## config.mk

```make
export PLATFORM = sky130hd
export DESIGN_NAME = spd_ram
export DESIGN_NICKNAME = d
export VERILOG_FILES = /design/src/rtl/core/spd_ram.sv
export SDC_FILE = /design/constraint.sdc
export NUM_CORES = 1
export LEC_CHECK = 0
export ABC_AREA = 1
export BUFFER_PORTS_ARGS = -buffer_cell sky130_fd_sc_hd__buf_2
export CAP_MARGIN = 20
export CELL_PAD_IN_SITES_DETAIL_PLACEMENT = 1
export CELL_PAD_IN_SITES_GLOBAL_PLACEMENT = 2
export CORE_MARGIN = 4
export CORE_UTILIZATION = 40
export CTS_CLUSTER_DIAMETER = 150
export DETAILED_ROUTE_END_ITERATION = 6
export GPL_TIMING_DRIVEN = 0
export PLACE_DENSITY_LB_ADDON = 0.12
export SETUP_SLACK_MARGIN = 0.2
export SLEW_MARGIN = 20
export SYNTH_ARGS = -nofsm -noshare
export SYNTH_HDL_FRONTEND = slang
export SYNTH_SLANG_ARGS = --single-unit
```

## constraint.sdc

```tcl
create_clock -name i_clk -period 1.4 [get_ports i_clk]
set_input_delay 0.14 -clock i_clk [delete_from_list [all_inputs] [get_ports i_clk]]
set_output_delay 0.14 -clock i_clk [all_outputs]
set_load 0.02 [all_outputs]
```

## src/rtl/core/spd_ram.sv

```systemverilog
`default_nettype none
// ----------------------------------------------------------------------------
// spd_ram
// Generic simple dual-port RAM, one write and one registered read port.
// ----------------------------------------------------------------------------
module spd_ram #(
    parameter int WIDTH = 8,
    parameter int DEPTH = 16
) (
    input  wire logic                     i_clk,
    input  wire logic                     i_we,
    input  wire logic [$clog2(DEPTH)-1:0] i_waddr,
    input  wire logic [WIDTH-1:0]         i_wdata,
    input  wire logic [$clog2(DEPTH)-1:0] i_raddr,
    output logic      [WIDTH-1:0]         o_rdata
);

    logic [WIDTH-1:0] r_mem [DEPTH];

    always_ff @(posedge i_clk) begin
        if (i_we) begin
            r_mem[i_waddr] <= i_wdata;
        end
        o_rdata <= r_mem[i_raddr];
    end

endmodule
`default_nettype wire

```

==> flow_summary_export.csv <==
group,metric,value,unit
outcome,status,"completed",
finish,layout_commonest_cell,"nand2_1",
finish,mostFrequentLayoutCells,"nand2_1, edfxtp_1, inv_1",
sta,drv_slew,0,
worst_setup_path,critical_path_class,"input pin to flip-flop",
clock_network,h-tree-depth,4,
global_routing,grt_pass1_wl,25000,um
detailed_routing,vias,3952,
synthesis,synth_seq_cells,136,
worst_setup_path,worst-path-buf-inv,2,
placement,placed_cell_area,0.00610,mm^2
sta,rsz0062_at_grt,"true",
clock_network,post-cts-setup-buffer-count,0,
synthesis,syn_nets,569,
worst_setup_path,critPathTopFamily,"simple AND/OR/NAND/NOR gates",
synthesis,synth_area,0.00577,mm^2
detailed_routing,wire_per_inst,21.1,um
synthesis,synth_top_area_cell,"edfxtp_1",
detailed_routing,wl,16600,um
sta,hold_viol,0,
finish,layout.nets,610,
finish,n_fill_cell,1565,
die,fp.dieArea,0.0164,mm^2
die,core-area,0.0140,mm^2
clock_network,cts_buffers,17,
power_and_ir_drop,ir_drop,0.894,mV
worst_setup_path,required,1.44,ns
worst_setup_path,path_max_fanout,8,
sta,fin_crit_sh,81.9,%
global_routing,grt_overflow,0,
placement,globalplace.congestion,0.814,
worst_setup_path,slowest_delay,0.70,ns
sta,relSlewSlack,44.3,%
finish,fin_area,0.00681,mm^2
die,design.portCount,26,
finish,multi_input_area,0.00123,mm^2
sta,fin_ws,0.254,ns
clock_network,cts_sinks,136,
detailed_routing,remaining_drc_errors,0,
global_routing,grt_pass1_vias,4133,
clock_network,cts_root_buf,"clkbuf_16",
die,initial_utilization,41.2,%
min_path,min_from,"i_wdata[2]",
worst_setup_path,worstSetupStartpoint,"i_waddr[0]",
worst_setup_path,r2r_end,"o_rdata[5]",
placement,io_buffers,22,
power_and_ir_drop,power.density,1520,mW/mm^2
synthesis,synth_top_area_share,66.7,%
die,die_w,128,um
clock_network,ctsHoldBuffers,0,
sta,fin_crit,1.15,ns
power_and_ir_drop,leakage,0.00294,uW
die,die_y,128,um
finish,drive_above_1_share,14.2,%
sta,worstMarginPinSlew,0.832,ns
finish,regArea,0.00400,mm^2
global_routing,grt_util_all_layers,21.5,%
clock_network,cts_max_path_buffers,2,
global_routing,grt_max_degree,17,
min_path,whs_path_depth,1,
worst_setup_path,reg2reg_from,"r_mem[11][5]",
detailed_routing,drt_iter0_drc,253,
sta,timing.fmax,872,MHz
finish,area_growth,18.1,%
detailed_routing,dr.pass1.iters,5,
worst_setup_path,r2r_slack,0.34,ns
sta,clock-skew-final,0.00421,ns
detailed_routing,via_per_inst,5.03,
clock_network,cts_tree,"yes",
placement,dp_slack,-0.332,ns
worst_setup_path,worstPathCellList,"buf_2 -> inv_1 -> nand2_1 -> nor2_1",
min_path,min_to,"r_mem[0][2]",
synthesis,syn_inst,551,
placement,dpl.hpwl,10800,um
synthesis,ys_seq_area_share,69.4,%
clock_network,worst_skew_pair.late_latency,0.42,ns
worst_setup_path,critPathSlowestCell,"nor2_1",
synthesis,yosys.cell_types.count,12,
flow_run,drv_cap,0,
worst_setup_path,rr_worst_depth,6,
detailed_routing,final_antenna_net_count,0,
finish,diodes,0,
worst_setup_path,arrival,1.19,ns
worst_setup_path,startpoint_type,"input pin",
synthesis,yosysWarnings,0,
min_path,min_path_type,"input pin to flip-flop",
clock_network,path_clk_slew,0.06,ns
sta,setup_viol,0,
synthesis,synthTopCellsByArea,"edfxtp_1, nand2_1, nand3_1",
global_routing,antenna_found_initial,0,
synthesis,syn_avg_cell_area,10.5,um^2
worst_setup_path,endpoint_kind,"flip-flop",
die,rows,43,
==> cells in the mapped netlist <==
master and n:
edfxtp_1 128, nor2_1 17, nand3b_1 2, nand2_1 173, inv_2 2, inv_1 100, buf_2 13, dfxtp_1 8
buf_4 4, buf_1 1, buf_6 6, nand3_1 97
==> timing repair <==
item / 4_1_cts / 5_1_grt
cloned: 0 / 0
endpoints found under the hold margin: 0 / 0
endpoints found under the setup margin: 40 / 18
gates resized for setup: 5 / 3
==> worst register-to-register path: cells and delay by family (launching register included) <==
kind	cells	cell delay, ns
AND/OR/NAND/NOR	5	0.54
flip-flops	1	0.35
buffers and inverters	1	0.06
==> cell type report <==
| cell class | count | area share (%) |
|---|---|---|
| tap | 180 | 3.31 |
| clock inverter | 12 | 3.23 |
| sequential | 136 | 58.8 |
| clock buffer | 20 | 6.85 |
| multi-input combinational | 289 | 18.1 |
| buffer | 24 | 2.44 |
| timing repair buffer | 22 | 1.62 |
| inverter | 102 | 5.62 |
==> how the worst max path moves through the flow <==
| stage | endpoint | slack [ns] | depth (start not counted) |
|---|---|---|---|
| global route | r_mem[2][7] | 0.20 | 4 |
| floorplan | r_mem[10][0] | 0.31 | 2 |
| global placement | r_mem[5][6] | -0.27 | 3 |
| CTS | r_mem[4][6] | 0.17 | 3 |
| finish | r_mem[2][7] | 0.25 | 4 |
| detailed placement | r_mem[5][6] | -0.33 | 3 |
==> routing by layer <==
metal | global-route usage (%) | part of all wire [%] | up-vias | wire, um
li1 | - | - | 1865 | -
met1 | 29.7 | 46 | 1946 | 7650
met2 | 32.4 | 45 | 107 | 7500
met3 | 4.63 | 4.7 | 34 | 781
met4 | 10.2 | 3.8 | 0 | 630
met5 | 0 | 0 | - | 0
==> cell families after synthesis <==
group	synth area share (%)
simple gates	21.0
buf+inv	9.52
flops	69.4
==> per-stage QoR <==
step                      setup TNS [ns]  power (uW)  std cells  hold WS [ns]  util [%]
after floorplan                        0        5010        551         0.239         -
after global placement            -17.16        5300        753         0.558      43.6
after detailed placement          -22.16        5320        753         0.558      43.6
after CTS                              0       10400        785         0.134      48.6
after global routing                   0       10700        785         0.135      48.7
final                                  0       10400        785         0.138      48.7
==> registers in the layout (all words and copies together), names as in the netlist <==
signal,cells
r_mem,128
o_rdata,8
==> report_power, final <==
part	switching, uW	internal (uW)	total, uW
registers	23.9	4550	4580
logic	487	176	663
clock network	1650	3470	5130
Note: power is estimated with default switching activity, not from simulation.
