<file path="src/rtl/core/spd_pkg.sv">
`default_nettype none
// ----------------------------------------------------------------------------
// spd_pkg
// Shared types and constants of the signal pending/dispatch controller.
// ----------------------------------------------------------------------------
package spd_pkg;

    localparam int DEF_NUM_SIGNALS = 64;

    localparam int WORD_W   = 64;
    localparam int MODE_W   = 2;
    localparam int SIGNUM_W = 8;
    localparam int STATUS_W = 3;
    localparam int DSIG_W   = 7;

    // event modes
    localparam logic [MODE_W-1:0] MODE_SEND     = 2'd0;
    localparam logic [MODE_W-1:0] MODE_ACTION   = 2'd1;
    localparam logic [MODE_W-1:0] MODE_DISPATCH = 2'd2;

    // send status codes
    localparam logic [STATUS_W-1:0] ST_OK         = 3'd0;
    localparam logic [STATUS_W-1:0] ST_INVALID    = 3'd1;
    localparam logic [STATUS_W-1:0] ST_IS_KILL    = 3'd2;
    localparam logic [STATUS_W-1:0] ST_WRONG_TYPE = 3'd3;
    localparam logic [STATUS_W-1:0] ST_DENIED     = 3'd4;

    // special signal numbers
    localparam logic [SIGNUM_W-1:0] SIG_KILL_NUM = 8'd9;
    localparam logic [SIGNUM_W-1:0] SIG_INT_NUM  = 8'd2;

    // handler values that mean default action and ignore
    localparam logic [WORD_W-1:0] HANDLER_DFL = 64'd0;
    localparam logic [WORD_W-1:0] HANDLER_IGN = 64'd1;

    // register frame (88) + 8, plus the 8 taken off before alignment
    localparam logic [WORD_W-1:0] STACK_DROP = 64'd104;

    typedef struct packed {
        logic [STATUS_W-1:0] status;
        logic [WORD_W-1:0]   old_handler;
        logic [WORD_W-1:0]   old_restorer;
        logic [DSIG_W-1:0]   delivered_signal;
        logic [WORD_W-1:0]   handler_address;
        logic [WORD_W-1:0]   new_stack;
        logic [WORD_W-1:0]   frame_address;
        logic [WORD_W-1:0]   return_address;
        logic                kill_request;
    } t_result;

    // handshake between the sequencer and the output stage
    typedef struct packed {
        logic    push;
        t_result res;
    } t_push;

endpackage
`default_nettype wire

</file>
<file path="src/rtl/core/spd_if.sv">
`default_nettype none


interface spd_out_if import spd_pkg::*; ();
    logic                valid;
    logic                ready;
    logic [STATUS_W-1:0] status;
    logic [WORD_W-1:0]   old_handler;
    logic [WORD_W-1:0]   old_restorer;
    logic [DSIG_W-1:0]   delivered_signal;
    logic [WORD_W-1:0]   handler_address;
    logic [WORD_W-1:0]   new_stack;
    logic [WORD_W-1:0]   frame_address;
    logic [WORD_W-1:0]   return_address;
    logic                kill_request;

    modport source (
        output valid, status, old_handler, old_restorer, delivered_signal,
               handler_address, new_stack, frame_address, return_address,
               kill_request,
        input  ready
    );
    modport sink (
        input  valid, status, old_handler, old_restorer, delivered_signal,
               handler_address, new_stack, frame_address, return_address,
               kill_request,
        output ready
    );
endinterface
`default_nettype wire

</file>
<file path="src/rtl/core/spd_out_reg.sv">
`default_nettype none
// ----------------------------------------------------------------------------
// spd_out_reg
// Output register stage: holds one finished result word until taken.
// ----------------------------------------------------------------------------
module spd_out_reg import spd_pkg::*; (
    input  wire logic  i_clk,
    input  wire logic  i_rst_n,
    input  wire t_push i_push,
    output logic       o_free,
    spd_out_if.source  o_res
);

    logic    r_valid;
    t_result r_data;

    assign o_free = !r_valid || o_res.ready;

    always_ff @(posedge i_clk) begin
        if (!i_rst_n) begin
            r_valid <= 1'b0;
        end else if (i_push.push && o_free) begin
            r_valid <= 1'b1;
        end else if (o_res.ready) begin
            r_valid <= 1'b0;
        end
    end

    always_ff @(posedge i_clk) begin
        if (i_push.push && o_free) begin
            r_data <= i_push.res;
        end
    end

    assign o_res.valid            = r_valid;
    assign o_res.status           = r_data.status;
    assign o_res.old_handler      = r_data.old_handler;
    assign o_res.old_restorer     = r_data.old_restorer;
    assign o_res.delivered_signal = r_data.delivered_signal;
    assign o_res.handler_address  = r_data.handler_address;
    assign o_res.new_stack        = r_data.new_stack;
    assign o_res.frame_address    = r_data.frame_address;
    assign o_res.return_address   = r_data.return_address;
    assign o_res.kill_request     = r_data.kill_request;

endmodule
`default_nettype wire

</file>
<file path="src/flat_wrapper.sv">
// flat-port wrapper written by rule: the top's interface ports become plain ports
module spd_out_reg_flat import spd_pkg::*;
  (i_clk, i_rst_n, i_push, o_free, o_res_valid, o_res_status, o_res_old_handler, o_res_old_restorer, o_res_delivered_signal, o_res_handler_address, o_res_new_stack, o_res_frame_address, o_res_return_address, o_res_kill_request, o_res_ready);
  spd_out_if o_res_i ();
  input  wire logic i_clk;
  input  wire logic i_rst_n;
  input  wire t_push i_push;
  output logic o_free;
  output wire logic [$bits(o_res_i.valid)-1:0] o_res_valid;
  output wire logic [$bits(o_res_i.status)-1:0] o_res_status;
  output wire logic [$bits(o_res_i.old_handler)-1:0] o_res_old_handler;
  output wire logic [$bits(o_res_i.old_restorer)-1:0] o_res_old_restorer;
  output wire logic [$bits(o_res_i.delivered_signal)-1:0] o_res_delivered_signal;
  output wire logic [$bits(o_res_i.handler_address)-1:0] o_res_handler_address;
  output wire logic [$bits(o_res_i.new_stack)-1:0] o_res_new_stack;
  output wire logic [$bits(o_res_i.frame_address)-1:0] o_res_frame_address;
  output wire logic [$bits(o_res_i.return_address)-1:0] o_res_return_address;
  output wire logic [$bits(o_res_i.kill_request)-1:0] o_res_kill_request;
  input wire logic [$bits(o_res_i.ready)-1:0] o_res_ready;
  assign o_res_valid = o_res_i.valid;
  assign o_res_status = o_res_i.status;
  assign o_res_old_handler = o_res_i.old_handler;
  assign o_res_old_restorer = o_res_i.old_restorer;
  assign o_res_delivered_signal = o_res_i.delivered_signal;
  assign o_res_handler_address = o_res_i.handler_address;
  assign o_res_new_stack = o_res_i.new_stack;
  assign o_res_frame_address = o_res_i.frame_address;
  assign o_res_return_address = o_res_i.return_address;
  assign o_res_kill_request = o_res_i.kill_request;
  assign o_res_i.ready = o_res_ready;
  spd_out_reg u_core (.i_clk(i_clk), .i_rst_n(i_rst_n), .i_push(i_push), .o_free(o_free), .o_res(o_res_i));
endmodule
</file>
<file path="config.mk">
export PLATFORM = sky130hd
export DESIGN_NAME = spd_out_reg_flat
export DESIGN_NICKNAME = d
export VERILOG_FILES = /design/src/rtl/core/spd_pkg.sv /design/src/rtl/core/spd_if.sv /design/src/rtl/core/spd_out_reg.sv /design/src/flat_wrapper.sv
export SDC_FILE = /design/constraint.sdc
export NUM_CORES = 1
export LEC_CHECK = 0
export BUFFER_PORTS_ARGS = -buffer_cell sky130_fd_sc_hd__buf_4
export CAP_MARGIN = 40
export CORE_AREA = 2 2 313 315
export CTS_BUF_LIST = sky130_fd_sc_hd__clkbuf_2
export DETAILED_ROUTE_END_ITERATION = 16
export DIE_AREA = 0 0 315 317
export HOLD_SLACK_MARGIN = 0.1
export PLACE_DENSITY_LB_ADDON = 0.05
export SYNTH_ARGS = -nofsm -noshare
export SYNTH_HDL_FRONTEND = slang
export SYNTH_SLANG_ARGS = --single-unit
</file>
<file path="constraint.sdc">
create_clock -name i_clk -period 4.11 [get_ports i_clk]
set_input_delay 0.411 -clock i_clk [delete_from_list [all_inputs] [get_ports i_clk]]
set_output_delay 0.411 -clock i_clk [all_outputs]
set_load 0.01 [all_outputs]
</file>
==> impl_metrics.env, run 1 <==
export IMPL_synth_main_ff_cell="edfxtp_1"
export IMPL_yosys_area_top_type="edfxtp_1"
export IMPL_cts_htree_levels=4
export IMPL_yosys_mux_area_fraction_pct=0
export IMPL_yosysMostFrequentCell="edfxtp_1"
export IMPL_numCtsBuffers=131
export IMPL_synthTopCellsByArea="edfxtp_1, dfxtp_1, nand2b_4, a21boi_2, and2_4"
export IMPL_die_y_um=317
export IMPL_synth_edf_count=395
export IMPL_clockBufferDepth=3
export IMPL_synth_compound_area_share_pct=0.09448
export IMPL_tool_error="[ERROR RSZ-0060] Max buffer count reached."
export IMPL_holdBufCountCts=542
export IMPL_ctsResizeCount=0
export IMPL_synth_xor_area_share_pct=0
export IMPL_synth_cell_types=6
export IMPL_synth_area_mm2=0.01192
export IMPL_post_cts_buffers=0
export IMPL_synth_top_area_share_pct=99.52
export IMPL_synth_top_family_by_area="simple AND/OR/NAND/NOR gates"
export IMPL_ys_warn_count=0
export IMPL_yosys_area_share_simple_pct=0.1890
export IMPL_place_area_mm2=0.01967
export IMPL_place_congestion=0.6975
export IMPL_cts_root_buf="clkbuf_2"
export IMPL_async_reset_ff_share_pct=0
export IMPL_yosys_register_bits=396
export IMPL_stop_stage="clock tree synthesis"
export IMPL_avgSynthCellArea_um2=29.80
export IMPL_synthAdderAreaFrac_pct=0
export IMPL_pre_cts_ws_ns=1.892
export IMPL_yosysSeqAreaShare_pct=99.69
export IMPL_rows=114
export IMPL_cts_sinks=396
export IMPL_status="stopped before the end"
export IMPL_port_buffers=795
export IMPL_io_pins=796
export IMPL_start_util_pct=12.38
export IMPL_syn_num_nets=799
export IMPL_syn_inst=400
export IMPL_dp_hpwl_um=41200
export IMPL_die_w_um=315
logic make-up after synthesis:
| logic type | Yosys count |
|---|---|
| buffers and inverters | 1 |
| AND/OR/NAND/NOR | 2 |
| flip-flops | 396 |
| AO/OA/AOI/OAI | 1 |
stage by stage:
| stage | cells | hold WS (ns) |
|---|---|---|
| 2_1_floorplan | 400 | 0.5099 |
| 3_3_place_gp | 2486 | 0.5040 |
| 3_5_place_dp | 2487 | 0.4983 |
==> run 2, diff against run 1 <==
- CORE_AREA: 2 2 313 315 -> 2 2 306 308
- CTS_BUF_LIST: sky130_fd_sc_hd__clkbuf_2 -> unset
- DIE_AREA: 0 0 315 317 -> 0 0 308 310
- HOLD_SLACK_MARGIN: 0.1 -> unset
- PLACE_DENSITY_LB_ADDON: 0.05 -> 0.15
==> impl_metrics.env, run 2 <==
export IMPL_drt_first_iter_violations=309
export IMPL_critPathKind="reg -> reg"
export IMPL_drive_above_1_share_pct=51.60
export IMPL_status="complete, no violations"
export IMPL_floorplan_die_area_mm2=0.09548
export IMPL_cts_sinks=396
export IMPL_rows=112
export IMPL_fin_ws_ns=2.158
export IMPL_first_pass_iters=4
export IMPL_finalPower_uw=9939
export IMPL_timing_slew_headroom_pct=57.09
export IMPL_final_max_slew_viol_count=0
export IMPL_nets=2058
export IMPL_layout_commonest_cell="buf_4"
export IMPL_path_max_fanout=38
export IMPL_vias=8924
export IMPL_drt_wirelength_per_cell_um=15.64
export IMPL_drc=0
export IMPL_power_density_mw_per_mm2=398.5
export IMPL_numCtsBuffers=48
export IMPL_finClkSkew_ns=0.01176
export IMPL_core_area_mm2=0.09249
export IMPL_critPathTopFamily="buffers and inverters"
export IMPL_cts_htree_levels=2
export IMPL_syn_num_nets=799
export IMPL_grt_max_degree=79
export IMPL_fin_setup_tns_ns=0
export IMPL_startpoint_type="flip-flop"
export IMPL_yosysMostFrequentCell="edfxtp_1"
export IMPL_r2r_cells=4
export IMPL_dp_hpwl_um=34410
export IMPL_avgSynthCellArea_um2=29.80
export IMPL_cp_cell_sequence="nand2b_4 > and2_4 > buf_12 > buf_4"
export IMPL_syn_inst=400
export IMPL_grt_overflow_total=0
export IMPL_arrival_ns=2.21
export IMPL_min_path_cells=3
export IMPL_grt_usage_pct=8.832
export IMPL_fin_crit_sh_pct=47.50
export IMPL_cts_tree="done"
export IMPL_synth_xor_area_share_pct=0
export IMPL_p_leak_uw=0.01011
export IMPL_cp_required_ns=4.37
export IMPL_cts_root_buf="clkbuf_16"
export IMPL_first_global_vias=9921
export IMPL_critPathMaxStageDelay_ns=0.54
export IMPL_synth_compound_area_share_pct=0.09448
export IMPL_clockBufferDepth=3
export IMPL_yosys_area_share_simple_pct=0.1890
export IMPL_io_pins=796
export IMPL_maxCapViolations=0
export IMPL_rrSetupSlack_ns=2.16
export IMPL_worst_slew_pin_slew_ns=0.6437
export IMPL_synth_cell_types=6
export IMPL_antenna_found_initial=2
export IMPL_crit_buf_inv=2
export IMPL_setup_viol=0
export IMPL_clock_latency_ns=0.59
export IMPL_async_reset_ff_share_pct=0
export IMPL_yosys_area_top_type="edfxtp_1"
export IMPL_area_growth_pct=109.3
export IMPL_place_congestion=0.7460
export IMPL_max_freq_ghz=0.5122
export IMPL_final_cell_mix="buf_4, dlygate4sd3_1, edfxtp_1, clkbuf_16, clkbuf_1"
export IMPL_min_from="i_push[395]"
export IMPL_synth_edf_count=395
export IMPL_crit_reg2reg_capture="u_core.o_res.frame_address[7]$_DFFE_PP_"
export IMPL_whs_endpoint="u_core.o_res.valid$_SDFFE_PN0P_"
export IMPL_synthAdderAreaFrac_pct=0
export IMPL_antenna_cells=0
export IMPL_rsz0062_at_grt="false"
export IMPL_die_w_um=308
export IMPL_place_area_mm2=0.01957
export IMPL_pre_cts_ws_ns=1.875
export IMPL_routed_via_density=3.089
export IMPL_endpoint_kind="flip-flop"
export IMPL_synth_area_mm2=0.01192
export IMPL_reg2reg_from="u_core.o_res.valid$_SDFFE_PN0P_"
export IMPL_cp_slowest_cell="and2_4"
export IMPL_hold_viol_final=0
export IMPL_ir_drop_uv=297.3
export IMPL_synth_top_area_share_pct=99.52
export IMPL_die_y_um=310
export IMPL_grt_pass1_wl_um=61860
export IMPL_yosys_mux_area_fraction_pct=0
export IMPL_fin_area_mm2=0.02494
export IMPL_wl_um=45190
export IMPL_synthTopCellsByArea="edfxtp_1, dfxtp_1, nand2b_4, a21boi_2, and2_4"
export IMPL_ant_nets=0
export IMPL_hp_class="in -> reg"
export IMPL_yosys_register_bits=396
export IMPL_clkSlewWorstSetupHoldPaths_ns=0.05
export IMPL_synth_top_family_by_area="simple AND/OR/NAND/NOR gates"
export IMPL_port_buffers=795
export IMPL_start_util_pct=12.89
export IMPL_yosysSeqAreaShare_pct=99.69
export IMPL_synth_main_ff_cell="edfxtp_1"
export IMPL_fin_crit_ns=1.952
export IMPL_ys_warn_count=0
-- run 2: power breakdown --
part	switching, uW	internal (uW)	leakage, uW
registers	72.3	4730	0.00383
clock network	1630	2260	0.000683
logic	484	762	0.00560
-- run 2: how the worst max path moves through the flow --
stage          depth (start not counted)  slack, ns                             from                                         end
4_1_cts                                4       2.08  u_core.o_res.valid$_SDFFE_PN0P_        u_core.o_res.new_stack[53]$_DFFE_PP_
5_1_grt                                4       2.02  u_core.o_res.valid$_SDFFE_PN0P_    u_core.o_res.frame_address[15]$_DFFE_PP_
3_5_place_dp                           5       1.87                      o_res_ready         u_core.o_res.new_stack[2]$_DFFE_PP_
2_1_floorplan                          2       0.36                      o_res_ready  u_core.o_res.delivered_signal[0]$_DFFE_PP_
3_3_place_gp                           5       1.91                      o_res_ready  u_core.o_res.handler_address[52]$_DFFE_PP_
6_report                               4       2.16  u_core.o_res.valid$_SDFFE_PN0P_     u_core.o_res.frame_address[7]$_DFFE_PP_
-- run 2: logic make-up (layout without fill, tap and decap cells) --
| kind of cell | after synthesis | after routing |
|---|---|---|
| AO/OA/AOI/OAI | 1 | 1 |
| flip-flops | 396 | 396 |
| AND/OR/NAND/NOR | 2 | 2 |
| buffers and inverters | 1 | 1293 |
-- run 2: routing by layer --
metal / track usage [%] / part of all wire (%) / wire length (um) / vias to the layer above
met3: 3.310 / 8.7 / 3912 / 78
met5: 0 / 0.062 / 28 / -
met1: 8.083 / 31 / 14230 / 4255
li1: - / - / - / 4161
met4: 3.573 / 2.8 / 1265 / 4
met2: 17.34 / 57 / 25750 / 426
-- run 2: final cells by class --
class | count | area [um2]
flip-flops and latches | 396 | 11880
fillers | 9489 | 67550
well taps | 1197 | 1498
clock buffers | 66 | 1310
repair buffers | 1209 | 10120
multi-input cells | 3 | 33.78
inverters | 1 | 3.754
clock inverters | 17 | 98.84
-- run 2: what timing repair did --
item / 4_1_cts / 5_1_grt
buffers inserted: 0 / 0
gates resized for setup: 0 / 0
hold buffers: 396 / 0
hold endpoints to repair: 396 / 0
-- run 2: worst min-delay path, stage by stage --
cell and delay (ns):
buf_4 0.08, inv_1 0.04, a21boi_2 0.09
-- run 2: per-stage QoR --
stage / instances / utilization [%] / hold slack, ns
2_1_floorplan: 400 / - / 0.5099
4_1_cts: 2889 / 26.97 / 0.006050
6_report: 2889 / 26.97 / 0.08471
3_3_place_gp: 2410 / 21.16 / 0.4992
5_1_grt: 2889 / 26.97 / 0.04456
3_5_place_dp: 2410 / 21.16 / 0.5026
Note: power is estimated with default switching activity, not from simulation.
==> run 3, diff against run 2 <==
- clock period: 4.11 -> 2 ns (I/O delays scaled with it)
==> impl_metrics.env, run 3 (synthesized netlist as in run 2, its figures left out) <==
export IMPL_cts_htree_levels=2
export IMPL_startpoint_type="flip-flop"
export IMPL_start_util_pct=12.89
export IMPL_critPathMaxStageDelay_ns=0.42
export IMPL_ir_drop_uv=605.1
export IMPL_min_path_cells=3
export IMPL_reg2reg_from="u_core.o_res.valid$_SDFFE_PN0P_"
export IMPL_power_density_mw_per_mm2=836.8
export IMPL_setup_viol=0
export IMPL_min_from="i_push[395]"
export IMPL_rows=112
export IMPL_rsz0062_at_grt="false"
export IMPL_clock_latency_ns=0.59
export IMPL_fin_crit_sh_pct=79.06
export IMPL_antenna_found_initial=0
export IMPL_drt_wirelength_per_cell_um=16.82
export IMPL_routed_via_density=3.127
export IMPL_fin_util_pct=27.14
export IMPL_p_leak_uw=0.01018
export IMPL_cp_required_ns=2.24
export IMPL_core_area_mm2=0.09249
export IMPL_grt_max_degree=46
export IMPL_ctsResizeCount=0
export IMPL_whs_ns=0.1961
export IMPL_clkSlewWorstSetupHoldPaths_ns=0.06
export IMPL_grt_usage_pct=9.431
export IMPL_arrival_ns=1.82
export IMPL_crit_reg2reg_capture="u_core.o_res.new_stack[57]$_DFFE_PP_"
export IMPL_final_max_slew_viol_count=0
export IMPL_ant_nets=0
export IMPL_drc=0
export IMPL_dp_hpwl_um=37170
export IMPL_port_buffers=795
export IMPL_dp_cells=2412
export IMPL_cts_root_buf="clkbuf_16"
export IMPL_timing_slew_headroom_pct=70.70
export IMPL_drt_first_iter_violations=407
export IMPL_holdBufCountCts=397
export IMPL_fin_crit_ns=1.581
export IMPL_die_w_um=308
export IMPL_drive_above_1_share_pct=51.68
export IMPL_status="complete, no violations"
export IMPL_antenna_cells=0
export IMPL_layout_commonest_cell="buf_4"
export IMPL_layout_cells_non_filler=2892
export IMPL_place_congestion=0.7589
export IMPL_area_growth_pct=110.6
export IMPL_max_freq_ghz=0.6324
export IMPL_first_global_vias=9924
export IMPL_critPathKind="reg -> reg"
export IMPL_wl_um=48650
export IMPL_first_pass_iters=5
export IMPL_grt_overflow_total=0
export IMPL_endpoint_kind="flip-flop"
export IMPL_finClkSkew_ns=0.01403
export IMPL_fillCellCount=9538
export IMPL_clockBufferDepth=3
export IMPL_grt_pass1_wl_um=65640
export IMPL_path_max_fanout=32
export IMPL_cp_slowest_cell="buf_4"
export IMPL_vias=9042
export IMPL_nets=2061
export IMPL_floorplan_die_area_mm2=0.09548
export IMPL_cp_cell_sequence="nand2b_4 > and2_4 > buf_12 > buf_4"
export IMPL_die_y_um=310
export IMPL_numCtsBuffers=48
export IMPL_whs_endpoint="u_core.o_res.frame_address[3]$_DFFE_PP_"
export IMPL_cts_sinks=396
export IMPL_maxCapViolations=0
export IMPL_post_cts_buffers=0
export IMPL_final_cell_mix="buf_4, dlygate4sd3_1, edfxtp_1, clkbuf_16, clkbuf_1"
export IMPL_hp_class="in -> reg"
export IMPL_rrSetupSlack_ns=0.42
export IMPL_worst_slew_pin_slew_ns=0.4396
export IMPL_r2r_cells=4
export IMPL_io_pins=796
export IMPL_cts_tree="done"
export IMPL_hold_viol_final=0
-- run 3: layer usage --
metal	GRT usage [%]	wire (um)	vias to the layer above	part of all wire [%]
met5	0	0	-	0
met4	3.358	1305	0	2.7
met3	3.678	4403	72	9.1
met2	17.31	26250	401	54
met1	9.698	16690	4401	34
li1	-	-	4168	-
-- run 3: area by class of cell --
class                           count  area, um2  share of cell area (%)
Tap cell                         1197       1498                   5.966
Inverter                            1      3.754                 0.01495
Timing Repair Buffer             1212      10190                   40.60
Clock inverter                     16      198.9                  0.7925
Multi-Input combinational cell      3      33.78                  0.1346
Sequential cell                   396      11880                   47.34
Clock buffer                       67       1294                   5.154
-- run 3: how the worst max path moves through the flow --
stage	startpoint	end	slack (ns)	depth (start not counted)
finish	u_core.o_res.valid$_SDFFE_PN0P_	u_core.o_res.new_stack[57]$_DFFE_PP_	0.42	4
detailed placement	o_res_ready	u_core.o_res.handler_address[57]$_DFFE_PP_	0.40	5
global route	u_core.o_res.valid$_SDFFE_PN0P_	u_core.o_res.return_address[12]$_DFFE_PP_	0.34	4
floorplan	u_core.o_res.valid$_SDFFE_PN0P_	u_core.o_res.delivered_signal[0]$_DFFE_PP_	-1.63	2
CTS	u_core.o_res.valid$_SDFFE_PN0P_	u_core.o_res.frame_address[17]$_DFFE_PP_	0.39	4
global placement	o_res_ready	u_core.o_res.handler_address[57]$_DFFE_PP_	0.42	5
-- run 3: stage by stage --
stage,TNS [ns],setup WS [ns],instance area [um2],total power [uW]
floorplan,-643.74,-1.630,11920,10470
global placement,0,0.4241,19640,12040
detailed placement,0,0.4012,19640,12040
CTS,0,0.3937,25100,21480
global route,0,0.3373,25100,21890
finish,0,0.4188,25100,21010
-- run 3: worst max-delay path: cells and delay by family (launching register included) --
family	cells	cell delay, ns
AND/OR/NAND/NOR	2	0.25
buffers and inverters	2	0.60
flip-flops	1	0.34
-- run 3: report_power, final --
group          internal, uW  total [uW]  switching [uW]
logic                  1590        2620            1030
registers              9720        9870             148
clock network          5110        8510            3400
total                 16400       21000            4580
==> run 4, diff against run 3 <==
- ABC_AREA: unset -> 1
- clock period: 2 -> 1.55 ns (I/O delays scaled with it)
==> impl_metrics.env, run 4 <==
export IMPL_status="finished, violations left"
export IMPL_violations="setup timing"
export IMPL_fin_ws_ns=-0.04534
export IMPL_yosys_area_top_type="edfxtp_1"
export IMPL_floorplan_die_area_mm2=0.09548
export IMPL_cp_cell_sequence="buf_6"
export IMPL_crit_end="o_res_old_handler[13]"
export IMPL_sw_frac_of_total_pct=22.28
export IMPL_synth_main_ff_cell="edfxtp_1"
export IMPL_antenna_found_initial=3
export IMPL_worst_path_stages=1
export IMPL_yosys_mux_area_fraction_pct=0
export IMPL_critPathMaxStageDelay_ns=0.62
export IMPL_syn_inst=402
export IMPL_clockBufferDepth=3
export IMPL_cp_slowest_cell="edfxtp_1"
export IMPL_wl_um=51140
export IMPL_fin_util_pct=27.24
export IMPL_drc=0
export IMPL_dp_hpwl_um=39590
export IMPL_finClkSkew_ns=0.01415
export IMPL_port_buffers=795
export IMPL_rsz0062_at_grt="true"
export IMPL_max_freq_ghz=0.6268
export IMPL_synth_area_mm2=0.01191
export IMPL_crit_reg2reg_capture="u_core.o_res.handler_address[30]$_DFFE_PP_"
export IMPL_whs_ns=0.2082
export IMPL_io_pins=796
export IMPL_pwr_share_seq_pct=47.5
export IMPL_reg2reg_from="u_core.o_res.valid$_SDFFE_PN0P_"
export IMPL_hold_viol_final=0
export IMPL_cp_required_ns=1.39
export IMPL_yosysMostFrequentCell="edfxtp_1"
export IMPL_clock_latency_ns=0.59
export IMPL_drive_above_1_share_pct=52.22
export IMPL_worst_slew_pin_slew_ns=0.5195
export IMPL_drt_first_iter_violations=443
export IMPL_ant_nets=0
export IMPL_multi_input_area_um2=31.28
export IMPL_endpoint_kind="output pin"
export IMPL_path_max_fanout=1
export IMPL_r2r_cells=4
export IMPL_p_leak_uw=0.01026
export IMPL_switchingPower_uw=5985
export IMPL_antenna_cells=0
export IMPL_synth_cell_types=7
export IMPL_die_w_um=308
export IMPL_routed_via_density=3.137
export IMPL_final_max_slew_viol_count=0
export IMPL_regArea_mm2=0.01188
export IMPL_critPathTopFamily="flip-flops"
export IMPL_nets=2078
export IMPL_p_int_uw=20880
export IMPL_drt_wirelength_per_cell_um=17.57
export IMPL_crit_buf_inv=1
export IMPL_cts_htree_levels=2
export IMPL_die_y_um=310
export IMPL_startpoint_type="flip-flop"
export IMPL_clkSlewWorstSetupHoldPaths_ns=0.06
export IMPL_synth_top_family_by_area="compound AO/OA/AOI/OAI gates"
export IMPL_numCtsBuffers=49
export IMPL_timing_slew_headroom_pct=65.37
export IMPL_final_cell_mix="buf_4, dlygate4sd3_1, edfxtp_1, clkbuf_16, clkinv_1"
export IMPL_cts_sinks=396
export IMPL_layout_cells_non_filler=2911
export IMPL_synth_xor_area_share_pct=0
export IMPL_yosys_area_share_simple_pct=0.05252
export IMPL_synthAdderAreaFrac_pct=0
export IMPL_rows=112
export IMPL_p_clk_share_pct=39.7
export IMPL_maxCapViolations=0
export IMPL_arrival_ns=1.44
export IMPL_core_area_mm2=0.09249
export IMPL_fin_crit_sh_pct=102.9
export IMPL_rrSetupSlack_ns=0.09
export IMPL_synth_compound_area_share_pct=0.1155
export IMPL_first_pass_iters=6
export IMPL_synthTopCellsByArea="edfxtp_1, dfxtp_1, a21oi_2, inv_1, nand2_2"
export IMPL_yosys_register_bits=396
export IMPL_first_global_vias=10260
export IMPL_ir_drop_uv=738.9
export IMPL_grt_pass1_wl_um=68870
export IMPL_grt_max_degree=43
export IMPL_yosysSeqAreaShare_pct=99.74
export IMPL_fin_crit_ns=1.595
export IMPL_synth_edf_count=395
export IMPL_fillCellCount=9548
export IMPL_vias=9132
export IMPL_grt_usage_pct=9.993
export IMPL_grt_overflow_total=0
export IMPL_min_path_cells=4
export IMPL_power_density_mw_per_mm2=1066
export IMPL_setup_viol=2
export IMPL_syn_num_nets=801
export IMPL_avgSynthCellArea_um2=29.63
export IMPL_combPwrFrac_pct=12.8
export IMPL_layout_commonest_cell="buf_4"
export IMPL_area_growth_pct=111.5
export IMPL_synthTopCellsByCount="edfxtp_1, inv_1"
export IMPL_cts_root_buf="clkbuf_16"
export IMPL_critPathKind="reg -> out"
export IMPL_dp_cells=2425
export IMPL_ys_warn_count=0
export IMPL_async_reset_ff_share_pct=0
export IMPL_startpoint="u_core.o_res.old_handler[13]$_DFFE_PP_"
export IMPL_place_congestion=0.7709
export IMPL_start_util_pct=12.88
export IMPL_synth_top_area_share_pct=99.57
export IMPL_hp_class="in -> reg"
export IMPL_finalPower_uw=26860
export IMPL_cts_tree="done"
run 4: changes by cell type after synthesis:
cell      change
a21boi_2      -1
a21oi_1       +1
a21oi_2       +1
and2_4        -1
inv_1         +1
inv_2         +1
nand2_2       +1
nand2b_4      -1
run 4: worst min-delay path by stage:
| stage | from | end | slack [ns] |
|---|---|---|---|
| after floorplan | i_push[257] | u_core.o_res.delivered_signal[0]$_DFFE_PP_ | 0.25 |
| after global placement | i_push[375] | u_core.o_res.old_handler[47]$_DFFE_PP_ | 0.33 |
| after detailed placement | i_push[332] | u_core.o_res.old_handler[4]$_DFFE_PP_ | 0.33 |
| after CTS | o_res_ready | u_core.o_res.new_stack[56]$_DFFE_PP_ | 0.08 |
| after global routing | o_res_ready | u_core.o_res.handler_address[22]$_DFFE_PP_ | 0.18 |
| final | o_res_ready | u_core.o_res.handler_address[22]$_DFFE_PP_ | 0.21 |
run 4: routing by layer:
metal / global-route usage, % / part of all wire [%]
met5: 0 / 0.039
met4: 3.789 / 2.5
met3: 2.895 / 7.2
met2: 18.70 / 55
met1: 10.53 / 36
run 4: stage by stage:
step,setup TNS [ns],cell area (um2),setup slack [ns]
floorplan,-2273.48,11920,-5.756
finish,-0.05996,25190,-0.04534
CTS,-0.2080,25150,-0.1069
global route,-0.1715,25190,-0.09054
detailed placement,0,19700,0.07390
global placement,0,19700,0.09627
run 4: what timing repair did:
item	CTS	global route
pin swaps	0	1
setup buffers	0	2
hold buffers	397	0
resized for setup	3	1
hold endpoints to repair	396	0
cloned	0	1
setup endpoints to repair	3	33
run 4: area by class of cell:
cell class                 count  area share (%)
sequential                   396           47.16
clock buffer                  59           5.016
clock inverter                27          0.7946
multi-input combinational      3          0.1242
timing repair buffer        1226           40.92
tap                         1197           5.945
inverter                       3         0.04470
run 4: logic make-up after synthesis:
group	count (synthesis)
AO/OA/AOI/OAI	2
buffers and inverters	3
AND/OR/NAND/NOR	1
flip-flops	396
run 4: power groups by stage:
stage,Combinational (uW),Clock [uW],Sequential (uW)
global placement,2610,0,13000
CTS,3490,11100,12800
global route,3660,11500,12800
detailed placement,2610,0,13000
floorplan,192,0,13400
finish,3440,10700,12800
